<file path="src/rtl/core/kpc_pkg.sv">
`default_nettype none

package kpc_pkg;

  // Key kinds carried on the input channel's tuser
  typedef enum logic [2:0] {
    KEY_DIGIT  = 3'd0,
    KEY_ADD    = 3'd1,
    KEY_SUB    = 3'd2,
    KEY_MUL    = 3'd3,
    KEY_DIV    = 3'd4,
    KEY_EQUALS = 3'd5
  } key_t;

  // Result status codes
  typedef enum logic [1:0] {
    ST_OK       = 2'd0,
    ST_NO_OP    = 2'd1,
    ST_DIV_ZERO = 2'd2
  } stat_t;

  typedef enum logic [1:0] {
    S_IDLE,
    S_CALC,
    S_DONE
  } state_t;

  localparam int KEY_W   = 3;
  localparam int DIGIT_W = 4;
  localparam int STAT_W  = 2;
  localparam logic [DIGIT_W-1:0] DIGIT_MAX = DIGIT_W'(9);
  localparam logic [DIGIT_W-1:0] DIGIT_MIN = DIGIT_W'(1);

  // Controller to datapath commands
  typedef struct packed {
    logic key_digit;  // fold digit into entry
    logic key_op;     // latch entry as first operand, record operation
    logic start;      // set up the equals operation
    logic step;       // one multiply or divide iteration
    logic finish;     // load output register, clear calculator state
  } kpc_cmd_t;

  // Datapath to controller status
  typedef struct packed {
    logic iterate;    // recorded operation needs the iterative unit
    logic last_step;  // current iteration is the final one
  } kpc_stat_t;

endpackage

`default_nettype wire

</file>
<file path="src/rtl/core/keypad_four_function_calculator.sv">
`default_nettype none

// Four-function keypad calculator. Each input transaction is one key event:
// in_tuser carries the key kind (digit, add, subtract, multiply, divide,
// equals) and in_tdata the digit. Digits 1 to 9 extend the entry as
// entry*10+digit, wrapping modulo 2^DATA_WIDTH; other digit values and unused
// key kinds are dropped. An operator key latches the entry as the first
// operand and records the operation; equals produces exactly one output
// transaction with the unsigned sum, wrapping difference, low half of the
// product or truncated quotient, then clears the entry, operand and
// operation. out_tuser reports status (0 ok, 1 no operator entered, 2
// divide by zero); the answer is zero whenever status is nonzero. Digit
// and operator keys are taken while idle. Equals with add, subtract, no
// operator or divide by zero goes straight to the done state, which registers
// the result; multiply and divide first run on one shared shift-add /
// restoring-divide unit that retires one bit per cycle. The result sits in
// an output register, so the next key is accepted while it waits.
module keypad_four_function_calculator
  import kpc_pkg::*;
#(
  parameter int DATA_WIDTH = 32
)
(
  input  wire logic                                clk,
  input  wire logic                                rst_n,
  input  wire logic                                in_tvalid,
  output logic                                     in_tready,
  input  wire logic [7:0]                          in_tdata,  // [3:0] digit
  input  wire logic [KEY_W-1:0]                    in_tuser,  // [2:0] mode
  output logic                                     out_tvalid,
  input  wire logic                                out_tready,
  output logic [((DATA_WIDTH + 7) / 8) * 8 - 1:0]  out_tdata, // answer
  output logic [STAT_W-1:0]                        out_tuser  // [1:0] status
);

  localparam int OUT_W = ((DATA_WIDTH + 7) / 8) * 8;

  kpc_cmd_t              cmd;
  kpc_stat_t             dp_stat;
  key_t                  key;
  logic [DATA_WIDTH-1:0] answer;
  stat_t                 status;

  assign key = key_t'(in_tuser);

  // sequence key handling, iteration and output handshake
  kpc_ctrl u_ctrl (
    .clk        (clk),
    .rst_n      (rst_n),
    .in_tvalid  (in_tvalid),
    .in_tready  (in_tready),
    .key        (key),
    .out_tvalid (out_tvalid),
    .out_tready (out_tready),
    .cmd        (cmd),
    .dp_stat    (dp_stat)
  );

  // entry, operands and the shared arithmetic unit
  kpc_dp #(
    .DATA_WIDTH (DATA_WIDTH)
  ) u_dp (
    .clk     (clk),
    .rst_n   (rst_n),
    .key     (key),
    .digit   (in_tdata[DIGIT_W-1:0]),
    .cmd     (cmd),
    .dp_stat (dp_stat),
    .answer  (answer),
    .status  (status)
  );

  // zero-fill the answer up to whole bytes
  assign out_tdata = OUT_W'(answer);
  assign out_tuser = status;

endmodule

`default_nettype wire

</file>
<file path="src/rtl/core/kpc_ctrl.sv">
`default_nettype none

module kpc_ctrl
  import kpc_pkg::*;
(
  input  wire logic      clk,
  input  wire logic      rst_n,
  input  wire logic      in_tvalid,
  output logic           in_tready,
  input  wire key_t      key,
  output logic           out_tvalid,
  input  wire logic      out_tready,
  output kpc_cmd_t       cmd,
  input  wire kpc_stat_t dp_stat
);

  state_t state_r, state_nxt;
  logic   out_valid_r, out_valid_nxt;

  always_ff @(posedge clk) begin
    if (!rst_n) begin
      state_r     <= S_IDLE;
      out_valid_r <= 1'b0;
    end else begin
      state_r     <= state_nxt;
      out_valid_r <= out_valid_nxt;
    end
  end

  always_comb begin
    state_nxt     = state_r;
    cmd           = '0;
    in_tready     = (state_r == S_IDLE);
    out_valid_nxt = out_valid_r && !out_tready;
    unique case (state_r)
      S_IDLE: begin
        if (in_tvalid) begin
          unique case (key)
            KEY_DIGIT: cmd.key_digit = 1'b1;
            KEY_ADD, KEY_SUB, KEY_MUL, KEY_DIV: cmd.key_op = 1'b1;
            KEY_EQUALS: begin
              cmd.start = 1'b1;
              state_nxt = dp_stat.iterate ? S_CALC : S_DONE;
            end
            default: ;
          endcase
        end
      end
      S_CALC: begin
        cmd.step = 1'b1;
        if (dp_stat.last_step) begin
          state_nxt = S_DONE;
        end
      end
      S_DONE: begin
        // hold until the output register is free
        if (!out_valid_r || out_tready) begin
          cmd.finish    = 1'b1;
          out_valid_nxt = 1'b1;
          state_nxt     = S_IDLE;
        end
      end
      default: state_nxt = S_IDLE;
    endcase
  end

  assign out_tvalid = out_valid_r;

endmodule

`default_nettype wire

</file>
<file path="src/rtl/core/kpc_dp.sv">
`default_nettype none

module kpc_dp
  import kpc_pkg::*;
#(
  parameter int DATA_WIDTH = 32
)
(
  input  wire logic                  clk,
  input  wire logic                  rst_n,
  input  wire key_t                  key,
  input  wire logic [DIGIT_W-1:0]    digit,
  input  wire kpc_cmd_t              cmd,
  output kpc_stat_t                  dp_stat,
  output logic [DATA_WIDTH-1:0]      answer,
  output stat_t                      status
);

  localparam int CW = $clog2(DATA_WIDTH);

  logic [DATA_WIDTH-1:0] entry_r, opa_r;
  key_t                  op_r;
  logic [DATA_WIDTH-1:0] acc_r, acc_nxt;
  logic [DATA_WIDTH-1:0] mcand_r, mcand_nxt;
  logic [DATA_WIDTH-1:0] shf_r, shf_nxt;
  logic [CW-1:0]         cnt_r, cnt_nxt;
  stat_t                 stat_r, stat_nxt;
  logic [DATA_WIDTH-1:0] answer_r;
  stat_t                 status_r;

  logic [DATA_WIDTH-1:0] entry_x10;
  logic [DATA_WIDTH:0]   trial;
  logic [DATA_WIDTH:0]   trial_diff;
  logic                  digit_ok;

  assign entry_x10  = (entry_r << 3) + (entry_r << 1) + DATA_WIDTH'(digit);
  assign digit_ok   = (digit >= DIGIT_MIN) && (digit <= DIGIT_MAX);
  assign trial      = {acc_r, shf_r[DATA_WIDTH-1]};
  assign trial_diff = trial - {1'b0, mcand_r};

  assign dp_stat.iterate   = (op_r == KEY_MUL) ||
                             ((op_r == KEY_DIV) && (entry_r != '0));
  assign dp_stat.last_step = (cnt_r == CW'(DATA_WIDTH - 1));

  // calculator state
  always_ff @(posedge clk) begin
    if (!rst_n) begin
      entry_r <= '0;
      opa_r   <= '0;
      op_r    <= KEY_DIGIT;
    end else if (cmd.finish) begin
      entry_r <= '0;
      opa_r   <= '0;
      op_r    <= KEY_DIGIT;
    end else if (cmd.key_op) begin
      opa_r   <= entry_r;
      entry_r <= '0;
      op_r    <= key;
    end else if (cmd.key_digit && digit_ok) begin
      entry_r <= entry_x10;
    end
  end

  // shared shift-add multiply / restoring divide unit
  always_comb begin
    acc_nxt   = acc_r;
    mcand_nxt = mcand_r;
    shf_nxt   = shf_r;
    cnt_nxt   = cnt_r;
    stat_nxt  = stat_r;
    if (cmd.start) begin
      cnt_nxt  = '0;
      stat_nxt = ST_OK;
      unique case (op_r)
        KEY_ADD: acc_nxt = opa_r + entry_r;
        KEY_SUB: acc_nxt = opa_r - entry_r;
        KEY_MUL: begin
          acc_nxt   = '0;
          mcand_nxt = opa_r;
          shf_nxt   = entry_r;
        end
        KEY_DIV: begin
          acc_nxt   = '0;
          mcand_nxt = entry_r;
          if (entry_r == '0) begin
            shf_nxt  = '0;
            stat_nxt = ST_DIV_ZERO;
          end else begin
            shf_nxt = opa_r;
          end
        end
        default: begin
          acc_nxt  = '0;
          stat_nxt = ST_NO_OP;
        end
      endcase
    end else if (cmd.step) begin
      cnt_nxt = cnt_r + CW'(1);
      if (op_r == KEY_MUL) begin
        if (shf_r[0]) begin
          acc_nxt = acc_r + mcand_r;
        end
        mcand_nxt = mcand_r << 1;
        shf_nxt   = shf_r >> 1;
      end else begin
        if (!trial_diff[DATA_WIDTH]) begin
          acc_nxt = trial_diff[DATA_WIDTH-1:0];
          shf_nxt = {shf_r[DATA_WIDTH-2:0], 1'b1};
        end else begin
          acc_nxt = trial[DATA_WIDTH-1:0];
          shf_nxt = {shf_r[DATA_WIDTH-2:0], 1'b0};
        end
      end
    end
  end

  always_ff @(posedge clk) begin
    acc_r   <= acc_nxt;
    mcand_r <= mcand_nxt;
    shf_r   <= shf_nxt;
    cnt_r   <= cnt_nxt;
    stat_r  <= stat_nxt;
    if (cmd.finish) begin
      answer_r <= (op_r == KEY_DIV) ? shf_r : acc_r;
      status_r <= stat_r;
    end
  end

  assign answer = answer_r;
  assign status = status_r;

endmodule

`default_nettype wire
</file>
<file path="config.mk">
export PLATFORM = sky130hd
export DESIGN_NAME = keypad_four_function_calculator
export DESIGN_NICKNAME = d
export VERILOG_FILES = /design/src/rtl/core/kpc_pkg.sv /design/src/rtl/core/keypad_four_function_calculator.sv /design/src/rtl/core/kpc_ctrl.sv /design/src/rtl/core/kpc_dp.sv
export SDC_FILE = /design/constraint.sdc
export NUM_CORES = 1
export LEC_CHECK = 0
export BUFFER_PORTS_ARGS = -buffer_cell sky130_fd_sc_hd__buf_2
export CAP_MARGIN = 10
export CORE_UTILIZATION = 49
export CTS_BUF_LIST = sky130_fd_sc_hd__clkbuf_8 sky130_fd_sc_hd__clkbuf_16
export CTS_CLUSTER_DIAMETER = 150
export DETAILED_ROUTE_END_ITERATION = 8
export PLACE_DENSITY = 0.69
export SKIP_CTS_REPAIR_TIMING = 1
export SLEW_MARGIN = 20
export SYNTH_ARGS = -nofsm -noshare
export SYNTH_HDL_FRONTEND = slang
export SYNTH_HIERARCHICAL = 1
export SYNTH_SLANG_ARGS = --single-unit
</file>
<file path="constraint.sdc">
create_clock -name clk -period 5.3 [get_ports clk]
set_input_delay 1.325 -clock clk [delete_from_list [all_inputs] [get_ports clk]]
set_output_delay 1.325 -clock clk [all_outputs]
set_load 0.05 [all_outputs]
</file>
-- After elaboration in Yosys (flattened, before gate mapping)
Cells that the tools add are included.
- output and inout port bits: 36
- logic and storage cells: 98
- input bits: 15
- register bits: 207
- equality and inequality tests: 18
- add/sub/neg operators: 7
- reductions and logical operators: 23
- magnitude comparators: 2
- bitwise operators: 1
- multiplexer cells: 35
- operators by type and width (operator ; count):
    32-bit 2-to-1 mux ; 13
    32-bit one-hot mux with 2 select lines ; 3
    32-bit adder ; 3
    33-bit by 32-bit subtractor with 33-bit output ; 1
    32-bit by 4-bit adder with 32-bit output ; 1
    32-bit logical NOT ; 1
    32-bit nonzero test ; 1
    32-bit subtractor ; 1
    3-bit by 2-bit == test with 1-bit output (second input constant) ; 4
    2-bit 2-to-1 mux ; 6
    3-bit == test (second input constant) ; 3
    1-bit 2-to-1 mux ; 9
    3-bit by 1-bit == test with 1-bit output (second input constant) ; 2
    3-bit 2-to-1 mux ; 2
    2-bit one-hot mux with 3 select lines ; 1
    2-bit nonzero test ; 3
    3-bit OR reduction ; 2
    5-bit by 1-bit adder with 5-bit output (second input constant) ; 1
    5-bit == test (second input constant) ; 1
    4-bit by 1-bit >= comparator with 1-bit output (second input constant) ; 1
    4-bit <= comparator (second input constant) ; 1
    1-bit logical AND ; 4
    2-bit by 1-bit inequality test with 1-bit output (second input constant) ; 2
    2-bit inequality test (second input constant) ; 2
    15 further kinds ; 18

-- Longest topological paths before layout
Gate-level depths: netlist of run 1.
- word-level depth: 7
- depth in mapped cells: 20
- gate-level depth less buffers: 19

-- Hierarchy
Netlist of run 1, hierarchy kept.
- by module, submodules not included (module ; instances ; sequential area each (µm²) ; area each (µm²) ; cells an instance):
    kpc_dp ; 1 ; 5405.2 ; 16575.9 ; 1891
    kpc_ctrl ; 1 ; 60.1 ; 191.4 ; 23

-- Worst setup path after synthesis of run 1
OpenSTA, ideal clock, no wires.
- kind: input to register
- from: in in_tuser[1]
- to: reg u_dp.shf_r[0] (enable)
- path slack: 0.812 ns
- arrival time: 4.048 ns
- buffers on the path: 2
- stages: 6
- setup time: 0.441 ns
- cells stage by stage: nand4b_1 nor3_1 clkbuf_1 clkbuf_1 nor2_1 a31oi_1
- RTL lines (item ; line ; RTL):
    from (decl) ; keypad_four_function_calculator.sv:29 ; input wire logic [KEY_W-1:0] in_tuser,
    to (signal assigned) ; kpc_dp.sv:120 ; shf_r <= shf_nxt;
    to (decl) ; kpc_dp.sv:25 ; logic [DATA_WIDTH-1:0] shf_r, shf_nxt;

-- Worst setup path in the final report of run 1
- from: reg u_dp.entry_r[2]
- to: reg u_dp.acc_r[22] (data pin)
- word-level cells in the longest chain between the ends: 3
- elaborated cells on any way between the ends: 4
- those cells by class: add/sub: 2; mux: 2
- ends and longest elaborated chain (item ; line ; RTL):
    from (decl) ; kpc_dp.sv:21 ; logic [DATA_WIDTH-1:0] entry_r, opa_r;
    from (signal assigned) ; kpc_dp.sv:60 ; entry_r <= entry_x10;
    32-bit subtractor / 32-bit adder (equally long branches) ; kpc_dp.sv:76, kpc_dp.sv:75 ;
    32-bit one-hot mux with 2 select lines * ; kpc_dp.sv:74 ; unique case (op_r)
    32-bit 2-to-1 mux * ; kpc_dp.sv:71 ; if (cmd.start) begin
    via u_dp.acc_nxt[22] ; kpc_dp.sv:23 ; logic [DATA_WIDTH-1:0] acc_r, acc_nxt;
    to (signal assigned) ; kpc_dp.sv:118 ; acc_r <= acc_nxt;
    to (decl) ; kpc_dp.sv:23 ;
Mark *: on every way through the listed nets, which the timed path passes. The rest lies on a longest branch.
A chain may end at the register's enable or synchronous reset.

==> results of run 1 <==
[sequential cells by signal, indices dropped and copies added (netlist names)]
name	flops
u_dp/acc_r	32
u_dp/opa_r	32
u_dp/cnt_r	5
u_dp/status	2
u_dp/shf_r	32
u_dp/op_r	3
u_dp/entry_r	32
u_dp/mcand_r	32
u_ctrl/state_r	2
u_ctrl/out_tvalid	1
u_dp/answer	32
u_dp/stat_r	2
[worst min path at each step]
stage	slack, ns	from	depth (start not counted)	to
after floorplan	0.40	u_dp/stat_r[0]$_DFFE_PP_	0	u_dp/status[0]$_DFFE_PP_
after global placement	0.42	u_dp/stat_r[0]$_DFFE_PP_	0	u_dp/status[0]$_DFFE_PP_
after detailed placement	0.41	u_dp/stat_r[0]$_DFFE_PP_	0	u_dp/status[0]$_DFFE_PP_
after CTS	0.44	u_dp/stat_r[0]$_DFFE_PP_	0	u_dp/status[0]$_DFFE_PP_
after global routing	0.44	u_dp/stat_r[0]$_DFFE_PP_	0	u_dp/status[0]$_DFFE_PP_
final	0.43	u_dp/stat_r[0]$_DFFE_PP_	0	u_dp/status[0]$_DFFE_PP_
[stage by stage]
step | util (%) | hold WS, ns | instance area (um2) | total power, uW
final | 54.2 | 0.430 | 18200 | 4020
after global routing | 54.2 | 0.441 | 18200 | 4150
after global placement | 51.8 | 0.416 | 17400 | 2400
after detailed placement | 51.8 | 0.411 | 17400 | 2410
after floorplan | - | 0.400 | 16800 | 2250
after CTS | 54.1 | 0.436 | 18200 | 4040
[routing by layer]
layer | vias to the layer above | GRT usage [%] | share of wire [%]
li1 | 7048 | - | -
met1 | 6718 | 36.4 | 47
met2 | 512 | 39.0 | 44
met3 | 55 | 3.06 | 7.7
met4 | 0 | 6.49 | 1.8
met5 | - | 0 | 0
[cells in the final DEF (no fill, tap or decap), types with 26 or more instances in the layout]
cell type and instances:
nand2_1 181, a31oi_1 50, a21o_1 63, a21oi_1 194
mux2i_1 64, nor3_1 28, o21ai_0 73, mux2_2 31
nand2b_1 32, nand3_1 31, xnor2_1 81, clkbuf_16 26
edfxtp_1 132, nor2_1 183, inv_1 66, a221oi_1 33
xor2_1 57, ha_1 155, dfxtp_1 75, buf_2 46
[final cells by class]
class,instances,share of cell area [%]
sequential,207,30.0
multi-input combinational,1540,58.9
tap,448,3.08
inverter,63,1.30
timing repair buffer,70,2.43
clock inverter,16,0.515
clock buffer,29,3.80
[power breakdown]
| group | internal [uW] | switching, uW | total [uW] |
|---|---|---|---|
| logic | 249 | 387 | 636 |
| clock network | 935 | 690 | 1630 |
| registers | 1740 | 22.0 | 1760 |
| total | 2920 | 1100 | 4020 |
[cells by family after synthesis]
kind of cell               after synthesis  synth area share (%)
AOI/OAI and AO/OA                      587                  22.6
and+or+nand+nor                        557                  15.4
adders and majority gates              160                  12.2
xor gates and xnor gates               140                  7.40
DFF                                    207                  32.6
buffers and inverters                  167                  3.90
muxes                                   96                  5.99
==> reports/results.ini, run 1 <==
[run_status]
status = finished clean

[worst_setup_path]
crit_type = flop to flop
path_delay_family = compound AO/OA/AOI/OAI gates
crit_path_max_incr_delay_ns = 0.62
crit_end = u_dp/acc_r[22]$_DFFE_PP_
critPathMaxFanout = 11
endpoint_kind = flop
crit_buf_inv = 0
cp-startpoint = u_dp/entry_r[2]$_SDFFE_PP0P_
reg2reg_from = u_dp/entry_r[2]$_SDFFE_PP0P_
crit_required_ns = 5.56
reg2reg_depth = 15
rr_endpoint = u_dp/acc_r[22]$_DFFE_PP_
crit_arrival_ns = 4.96
crit_path_frequent_cell = a211oi_1
cp_cell_sequence = or4_4 > nor3_4 > nor4b_4 > and2_4 > nor2_1 > xnor2_1 > ha_1 > a211oi_1 > o21ai_0 > a211oi_1 > a31oi_1 > and2_1 > o21a_1 > o31ai_1 > o221ai_2
startpoint_type = flop
cp_slowest_cell = or4_4
crit_cells = 15
r2r_setup_slack_ns = 0.60

[power]
power_density_nw_per_um2 = 221
p_leak_uw = 0.00769
irDropWorstVdd_uv = 198

[timing]
tightest_slew_ns = 1.05
finalMaxSlewViolations = 0
max_slew_margin_pct = 29.6
setup_tns_ns = 0
fin_crit_sh_pct = 88.7
fin_ws_ns = 0.599
final.setup_skew_ns = 0.0200
setup_viol = 0
rsz0062_at_grt = no
hold_viol_final = 0
max_freq_mhz = 213
fin_crit_ns = 4.70

[clock_network]
cts_tree = done
clock-sinks = 207
cts_buffer_depth = 3
cts_made_buffers = 25
clk_pin_slew_ns = 0.06
cts_root_buffer = clkbuf_16
clk_latency_ns = 0.54
h-tree-depth = 1

[global_routing]
grt.total_usage_pct = 25.0
overflow = 0
grt_pass1_wl_um = 70800
first_global_vias = 13300
grt_max_degree = 67
grt_antenna_before_repair = 0

[finish]
multi_input_area_um2 = 10700
fin_nets = 2082
fin_cells = 2373
antennaDiodeCount = 0
regArea_um2 = 5470
area_delta_synth_final_pct = 8.66
final.fill_count = 3043
drive_gt1_share_pct = 9.35

[place]
portBuffers = 46
dp.final_hpwl_um = 33200
place_ws_ns = 0.700
dp_cells = 2327
gp_congestion = 0.948

[floorplanning]
dieArea_um2 = 35000
core_um2 = 33600
fp.dieH_um = 187
rows = 67
ios = 51
fp.dieW_um = 187
initial_core_util_pct = 49.9

[worst_hold_path]
hp-class = flop to flop

[synthesis]
netlist_instances = 1914
syn_nets = 2089
avgSynthCellArea_um2 = 8.76
ys.flop_type = edfxtp_1
yosys.area.top_type_share_pct = 23.6
yosysSeqAreaShare_pct = 32.6
synth_edf_count = 132
synth_warnings = 6
synth_top_area_cell = edfxtp_1
ys_types = 87
synth_area_leaders = edfxtp_1 24%, ha_1 12%, dfxtp_1 9.0%, a21oi_1 5.9%, xnor2_1 4.2%
ys_ff_latch = 207
synthArstFlopShare_pct = 0
netlist_area_um2 = 16800
synth_most_common_cell = a21oi_1
yosys-top-cells-count = 196 x a21oi_1, 184 x nor2_1, 182 x nand2_1

[detailed_routing]
drcViolationCount = 0
routed_wirelength_um = 44400
wl_per_cell_um = 18.7
viasPerCell = 6.04
ant_nets = 0
first_iter_violations = 1335
drt_first_pass_iters = 7
num_vias = 14300

[job]
drv_cap = 0

(Power assumes the default switching activity.)
==> run 2, diff against run 1 <==
--- a/config.mk
+++ b/config.mk
@@ -5,13 +5,13 @@
 export SDC_FILE = /design/constraint.sdc
 export NUM_CORES = 1
 export LEC_CHECK = 0
-export BUFFER_PORTS_ARGS = -buffer_cell sky130_fd_sc_hd__buf_2
 export CAP_MARGIN = 10
 export CORE_UTILIZATION = 49
 export CTS_BUF_LIST = sky130_fd_sc_hd__clkbuf_8 sky130_fd_sc_hd__clkbuf_16
 export CTS_CLUSTER_DIAMETER = 150
 export DETAILED_ROUTE_END_ITERATION = 8
-export PLACE_DENSITY = 0.69
+export DONT_BUFFER_PORTS = 1
+export PLACE_DENSITY = 0.68
 export SKIP_CTS_REPAIR_TIMING = 1
 export SLEW_MARGIN = 20
 export SYNTH_ARGS = -nofsm -noshare
==> run 2 against run 1 <==
Compared with the run above: final cell count is 1.9% lower; clock power is 18% higher; combinational power is 2% lower.
==> reports/results.ini, run 2 (synthesized netlist as in run 1, its figures left out) <==
[clock_network]
cts_made_buffers = 25
cts_tree = done
clock-sinks = 207
clk_latency_ns = 0.53
cts_root_buffer = clkbuf_16
cts_buffer_depth = 3
clk_pin_slew_ns = 0.06
h-tree-depth = 1

[place]
portBuffers = 0
gp_congestion = 0.924
dp.final_hpwl_um = 33700

[timing]
finalMaxSlewViolations = 0
setup_viol = 0
tightest_slew_ns = 1.07
max_freq_mhz = 218
max_slew_margin_pct = 28.4
setup_tns_ns = 0
hold_viol_final = 0
holdWs_ns = 0.424
final.setup_skew_ns = 0.0173
fin_crit_ns = 4.60
rsz0062_at_grt = no
fin_crit_sh_pct = 86.7

[worst_setup_path]
crit_buf_inv = 0
crit_required_ns = 5.57
crit_type = flop to flop
reg2reg_from = u_dp/entry_r[3]$_SDFFE_PP0P_
crit_arrival_ns = 4.87
r2r_setup_slack_ns = 0.70
path_delay_family = simple AND/OR/NAND/NOR gates
endpoint_kind = flop
startpoint_type = flop
cp_cell_sequence = or4_4 > nor3_4 > nor4b_4 > and2_4 > nor2_1 > xnor2_1 > ha_1 > a211oi_1 > o21ai_0 > a211oi_1 > a311oi_1 > o21a_1 > nor2_1 > o21ai_0 > xor2_1 > nand2_1 > nand4_1
critPathMaxFanout = 10
rr_endpoint = u_dp/acc_r[30]$_DFFE_PP_
cp_slowest_cell = or4_4
reg2reg_depth = 17
crit_path_max_incr_delay_ns = 0.60

[detailed_routing]
wl_per_cell_um = 19.5
drcViolationCount = 0
viasPerCell = 6.12
first_iter_violations = 1388
m1WireLength_um = 21600
ant_nets = 0
wl_met2_um = 19700
drt_first_pass_iters = 5
routed_wirelength_um = 45500
num_vias = 14300
highest_layer = met4
dr_wl_met3_um = 3270

[finish]
area_delta_synth_final_pct = 8.17
drive_gt1_share_pct = 7.50
antennaDiodeCount = 0
mostFrequentLayoutCell = a21oi_1
layout_common_cells = 193 x a21oi_1, 182 x nor2_1, 181 x nand2_1
fin_nets = 2038

[global_routing]
first_global_vias = 13500
grt_antenna_before_repair = 0
overflow = 0
grt_max_degree = 61
grt.total_usage_pct = 26.0
grt_pass1_wl_um = 73700

[floorplanning]
fp.dieH_um = 187
rows = 67
ios = 51
initial_core_util_pct = 49.9
fp.dieW_um = 187
dieArea_um2 = 35000
core_um2 = 33600

[power]
irDropWorstVdd_uv = 216
p_leak_uw = 0.00759
power_density_nw_per_um2 = 238

[job]
drv_cap = 0

[run_status]
status = finished clean

[worst_hold_path]
holdPathEnd = u_dp/status[0]$_DFFE_PP_
holdPathStages = 0
hold_start = u_dp/stat_r[0]$_DFFE_PP_
hp-class = flop to flop

[run 2: changes by cell type in the layout (fill, tap and decap cells not counted), sizes merged]
cell      previous run  this run
buf                 70        26
bufinv               0         7
inv                 70        67
clkinv               8         6
clkbuf              29        28
clkinvlp             1         0
[run 2: power breakdown]
group	leakage [uW]	total [uW]	internal (uW)	switching, uW
combinational	0.00531	624	247	377
sequential	0.00180	1770	1740	31.0
clock	0.000474	1930	1240	690
[run 2: how the worst max path moves through the flow]
stage	endpoint	slack, ns	cells past startpoint	start
after detailed placement	u_dp/acc_r[30]$_DFFE_PP_	0.78	17	u_dp/entry_r[3]$_SDFFE_PP0P_
after CTS	u_dp/acc_r[30]$_DFFE_PP_	0.75	17	u_dp/entry_r[3]$_SDFFE_PP0P_
after global routing	u_dp/acc_r[30]$_DFFE_PP_	0.35	17	u_dp/entry_r[3]$_SDFFE_PP0P_
after global placement	u_dp/acc_r[30]$_DFFE_PP_	0.82	17	u_dp/entry_r[3]$_SDFFE_PP0P_
final	u_dp/acc_r[30]$_DFFE_PP_	0.70	17	u_dp/entry_r[3]$_SDFFE_PP0P_
after floorplan	u_dp/shf_r[0]$_DFFE_PP_	0.81	6	in_tuser[1]
[run 2: area by class of cell]
| type | count | area [um2] |
|---|---|---|
| fill | 3106 | 15500 |
| multi-input combinational | 1540 | 10700 |
| sequential | 207 | 5470 |
| clock buffer | 28 | 667 |
| tap | 448 | 561 |
| clock inverter | 17 | 259 |
| inverter | 63 | 236 |
| timing repair buffer | 26 | 215 |
[run 2: metal layers]
layer | GRT usage, % | up-vias
met2 | 39.9 | 489
met4 | 6.62 | 0
met3 | 3.21 | 55
met1 | 38.5 | 6753
li1 | - | 6967
met5 | 0 | -
[run 2: metrics by stage]
stage	total power [uW]	instances	setup slack, ns	utilization (%)	area, um2
after floorplan	2250	1914	0.812	-	16800
after global placement	2400	2283	0.818	51.1	17200
after detailed placement	2410	2283	0.775	51.1	17200
after CTS	4340	2328	0.748	53.9	18100
after global routing	4470	2329	0.351	54.0	18100
final	4320	2329	0.705	54.0	18100
==> run 3, diff against run 2 <==
--- a/config.mk
+++ b/config.mk
@@ -11,10 +11,9 @@
 export CTS_CLUSTER_DIAMETER = 150
 export DETAILED_ROUTE_END_ITERATION = 8
 export DONT_BUFFER_PORTS = 1
-export PLACE_DENSITY = 0.68
+export PLACE_DENSITY = 0.61
 export SKIP_CTS_REPAIR_TIMING = 1
 export SLEW_MARGIN = 20
 export SYNTH_ARGS = -nofsm -noshare
 export SYNTH_HDL_FRONTEND = slang
-export SYNTH_HIERARCHICAL = 1
 export SYNTH_SLANG_ARGS = --single-unit
==> run 3 against run 2 <==
Compared with the run above: clock power fell by 12%; synthesized cell count rose by 0.31%; maximum frequency fell by 1.7%; non-clock buffer count fell by 1; die area fell by 0.95%; global-route usage rose by 0.91 points; via count fell by 1.8%; critical endpoint is now u_dp.acc_r[27]$_DFFE_PP_; critical path type unchanged; largest power group is now sequential cells.
==> reports/results.ini, run 3 <==
[synthesis]
yosysSeqAreaShare_pct = 32.9
synth_most_common_cell = nand2_1
ys_ff_latch = 207
synth_area_leaders = edfxtp_1 24%, ha_1 12%, dfxtp_1 9.0%, nand2_1 6.8%, a21oi_1 5.6%
avgSynthCellArea_um2 = 8.65
netlist_instances = 1920
yosys-top-cells-count = 299 x nand2_1, 185 x a21oi_1, 155 x ha_1
yosys.area.top_type_share_pct = 23.9
synth_top_area_cell = edfxtp_1
synthArstFlopShare_pct = 0
ys_types = 77
synth_warnings = 0
ys.flop_type = edfxtp_1
netlist_area_um2 = 16600
synth_edf_count = 132
syn_nets = 2095

[finish]
area_delta_synth_final_pct = 7.62
drive_gt1_share_pct = 6.73
layout_common_cells = 297 x nand2_1, 185 x a21oi_1, 155 x ha_1
regArea_um2 = 5470
multi_input_area_um2 = 10600
mostFrequentLayoutCell = nand2_1
final.fill_count = 3080
fin_area_um2 = 17900
final_util_pct = 53.4
antennaDiodeCount = 0
fin_nets = 2045

[detailed_routing]
viasPerCell = 6.00
wl_per_cell_um = 19.5
num_vias = 14000
drt_first_pass_iters = 5
ant_nets = 0
routed_wirelength_um = 45600
first_iter_violations = 1007
drcViolationCount = 0

[worst_setup_path]
r2r_setup_slack_ns = 0.63
crit_buf_inv = 2
endpoint_kind = flop
reg2reg_from = u_dp.entry_r[0]$_SDFFE_PP0P_
startpoint_type = flop
crit_end = u_dp.acc_r[27]$_DFFE_PP_
rr_endpoint = u_dp.acc_r[27]$_DFFE_PP_
path_delay_family = compound AO/OA/AOI/OAI gates
critPathMaxFanout = 9
crit_required_ns = 5.58
crit_type = flop to flop
crit_cells = 17
cp-startpoint = u_dp.entry_r[0]$_SDFFE_PP0P_
crit_path_max_incr_delay_ns = 0.53
cp_slowest_cell = dfxtp_1
reg2reg_depth = 17
crit_arrival_ns = 4.96
cp_cell_sequence = inv_1 > ha_1 > and3_1 > a31oi_1 > xnor2_1 > ha_1 > and4_1 > nand4_1 > a2111oi_0 > buf_4 > o22ai_1 > o31ai_1 > a41o_1 > a21oi_1 > xnor2_1 > a22oi_1 > o211ai_1

[place]
gp_congestion = 0.908
place_area_um2 = 17000
dp.final_hpwl_um = 34900
place_ws_ns = 0.635
portBuffers = 0

[timing]
hold_viol_final = 0
setup_viol = 0
fin_ws_ns = 0.627
max_freq_mhz = 214
setup_tns_ns = 0
max_slew_margin_pct = 29.1
tightest_slew_ns = 1.06
fin_crit_ns = 4.67
final.setup_skew_ns = 0.0356
fin_crit_sh_pct = 88.2
rsz0062_at_grt = no
finalMaxSlewViolations = 0
holdWs_ns = 0.422

[worst_hold_path]
hp-class = flop to flop
holdPathStages = 0

[power]
irDropWorstVdd_uv = 216
p_leak_uw = 0.00737
power_density_nw_per_um2 = 225

[global_routing]
first_global_vias = 13200
overflow = 0
grt_pass1_wl_um = 72900
grt_antenna_before_repair = 0
grt.total_usage_pct = 26.9
grt_max_degree = 68

[run_status]
status = finished clean

[floorplanning]
ios = 51
rows = 67
fp.dieH_um = 186
initial_core_util_pct = 49.6
dieArea_um2 = 34600
fp.dieW_um = 186
core_um2 = 33400

[clock_network]
clock-sinks = 207
clk_latency_ns = 0.55
cts_root_buffer = clkbuf_16
cts_tree = done
h-tree-depth = 1
cts_made_buffers = 24
cts_buffer_depth = 3
clk_pin_slew_ns = 0.06

[job]
drv_cap = 0

-- run 3: cell count changes after synthesis, sizes merged, moves of 12 or more --
cell / previous run / this run
xnor2: 82 / 106
o21ai: 97 / 109
nor2: 186 / 106
nand2: 184 / 299
xor2: 58 / 38
mux2i: 64 / 47
-- run 3: worst register-to-register path: stages (launching register included) --
cell and delay, ns:
dfxtp_1 0.53, inv_1 0.12, ha_1 0.29, and3_1 0.23, a31oi_1 0.22, xnor2_1 0.09, ha_1 0.44, and4_1 0.31
nand4_1 0.13, a2111oi_0 0.42, buf_4 0.20, o22ai_1 0.11, o31ai_1 0.38, a41o_1 0.29, a21oi_1 0.10, xnor2_1 0.18
a22oi_1 0.25, o211ai_1 0.13
-- run 3: final cells by class --
type | count | area share (%)
multi-input cells | 1546 | 59.1
clock inverters | 11 | 0.350
well taps | 448 | 3.14
clock buffers | 33 | 4.31
inverters | 66 | 1.39
flip-flops and latches | 207 | 30.6
repair buffers | 25 | 1.12
-- run 3: worst min path at each step --
stage	from	to	slack, ns
floorplan	u_dp.stat_r[0]$_DFFE_PP_	u_dp.status[0]$_DFFE_PP_	0.40
global route	u_dp.stat_r[1]$_DFFE_PP_	u_dp.status[1]$_DFFE_PP_	0.43
detailed placement	u_dp.stat_r[1]$_DFFE_PP_	u_dp.status[1]$_DFFE_PP_	0.41
CTS	u_dp.stat_r[1]$_DFFE_PP_	u_dp.status[1]$_DFFE_PP_	0.42
finish	u_dp.stat_r[1]$_DFFE_PP_	u_dp.status[1]$_DFFE_PP_	0.42
global placement	u_dp.stat_r[1]$_DFFE_PP_	u_dp.status[1]$_DFFE_PP_	0.40
-- run 3: kinds of logic (layout without fill, tap and decap cells) --
group,Yosys count,after routing,synth area share (%)
AOI/OAI and AO/OA,592,592,22.7
xor gates and xnor gates,144,144,7.64
adders and majority gates,160,160,12.3
buffers and inverters,167,135,3.84
DFF,207,207,32.9
muxes,85,85,5.41
and+or+nand+nor,565,565,15.3
-- run 3: stage by stage --
stage	cells	power (uW)
2_1_floorplan	1920	2200
3_3_place_gp	2292	2340
3_5_place_dp	2292	2350
4_1_cts	2336	4060
5_1_grt	2336	4170
6_report	2336	4030
-- run 3: routing by layer --
layer	wire length, um	global-route usage (%)
met5	0	0
met2	19300	40.5
met1	23000	41.3
met4	687	5.44
met3	2670	2.50
-- run 3: power breakdown --
part | switching (uW) | total, uW | internal, uW
registers | 26.7 | 1750 | 1730
logic | 348 | 574 | 225
clock network | 688 | 1700 | 1010
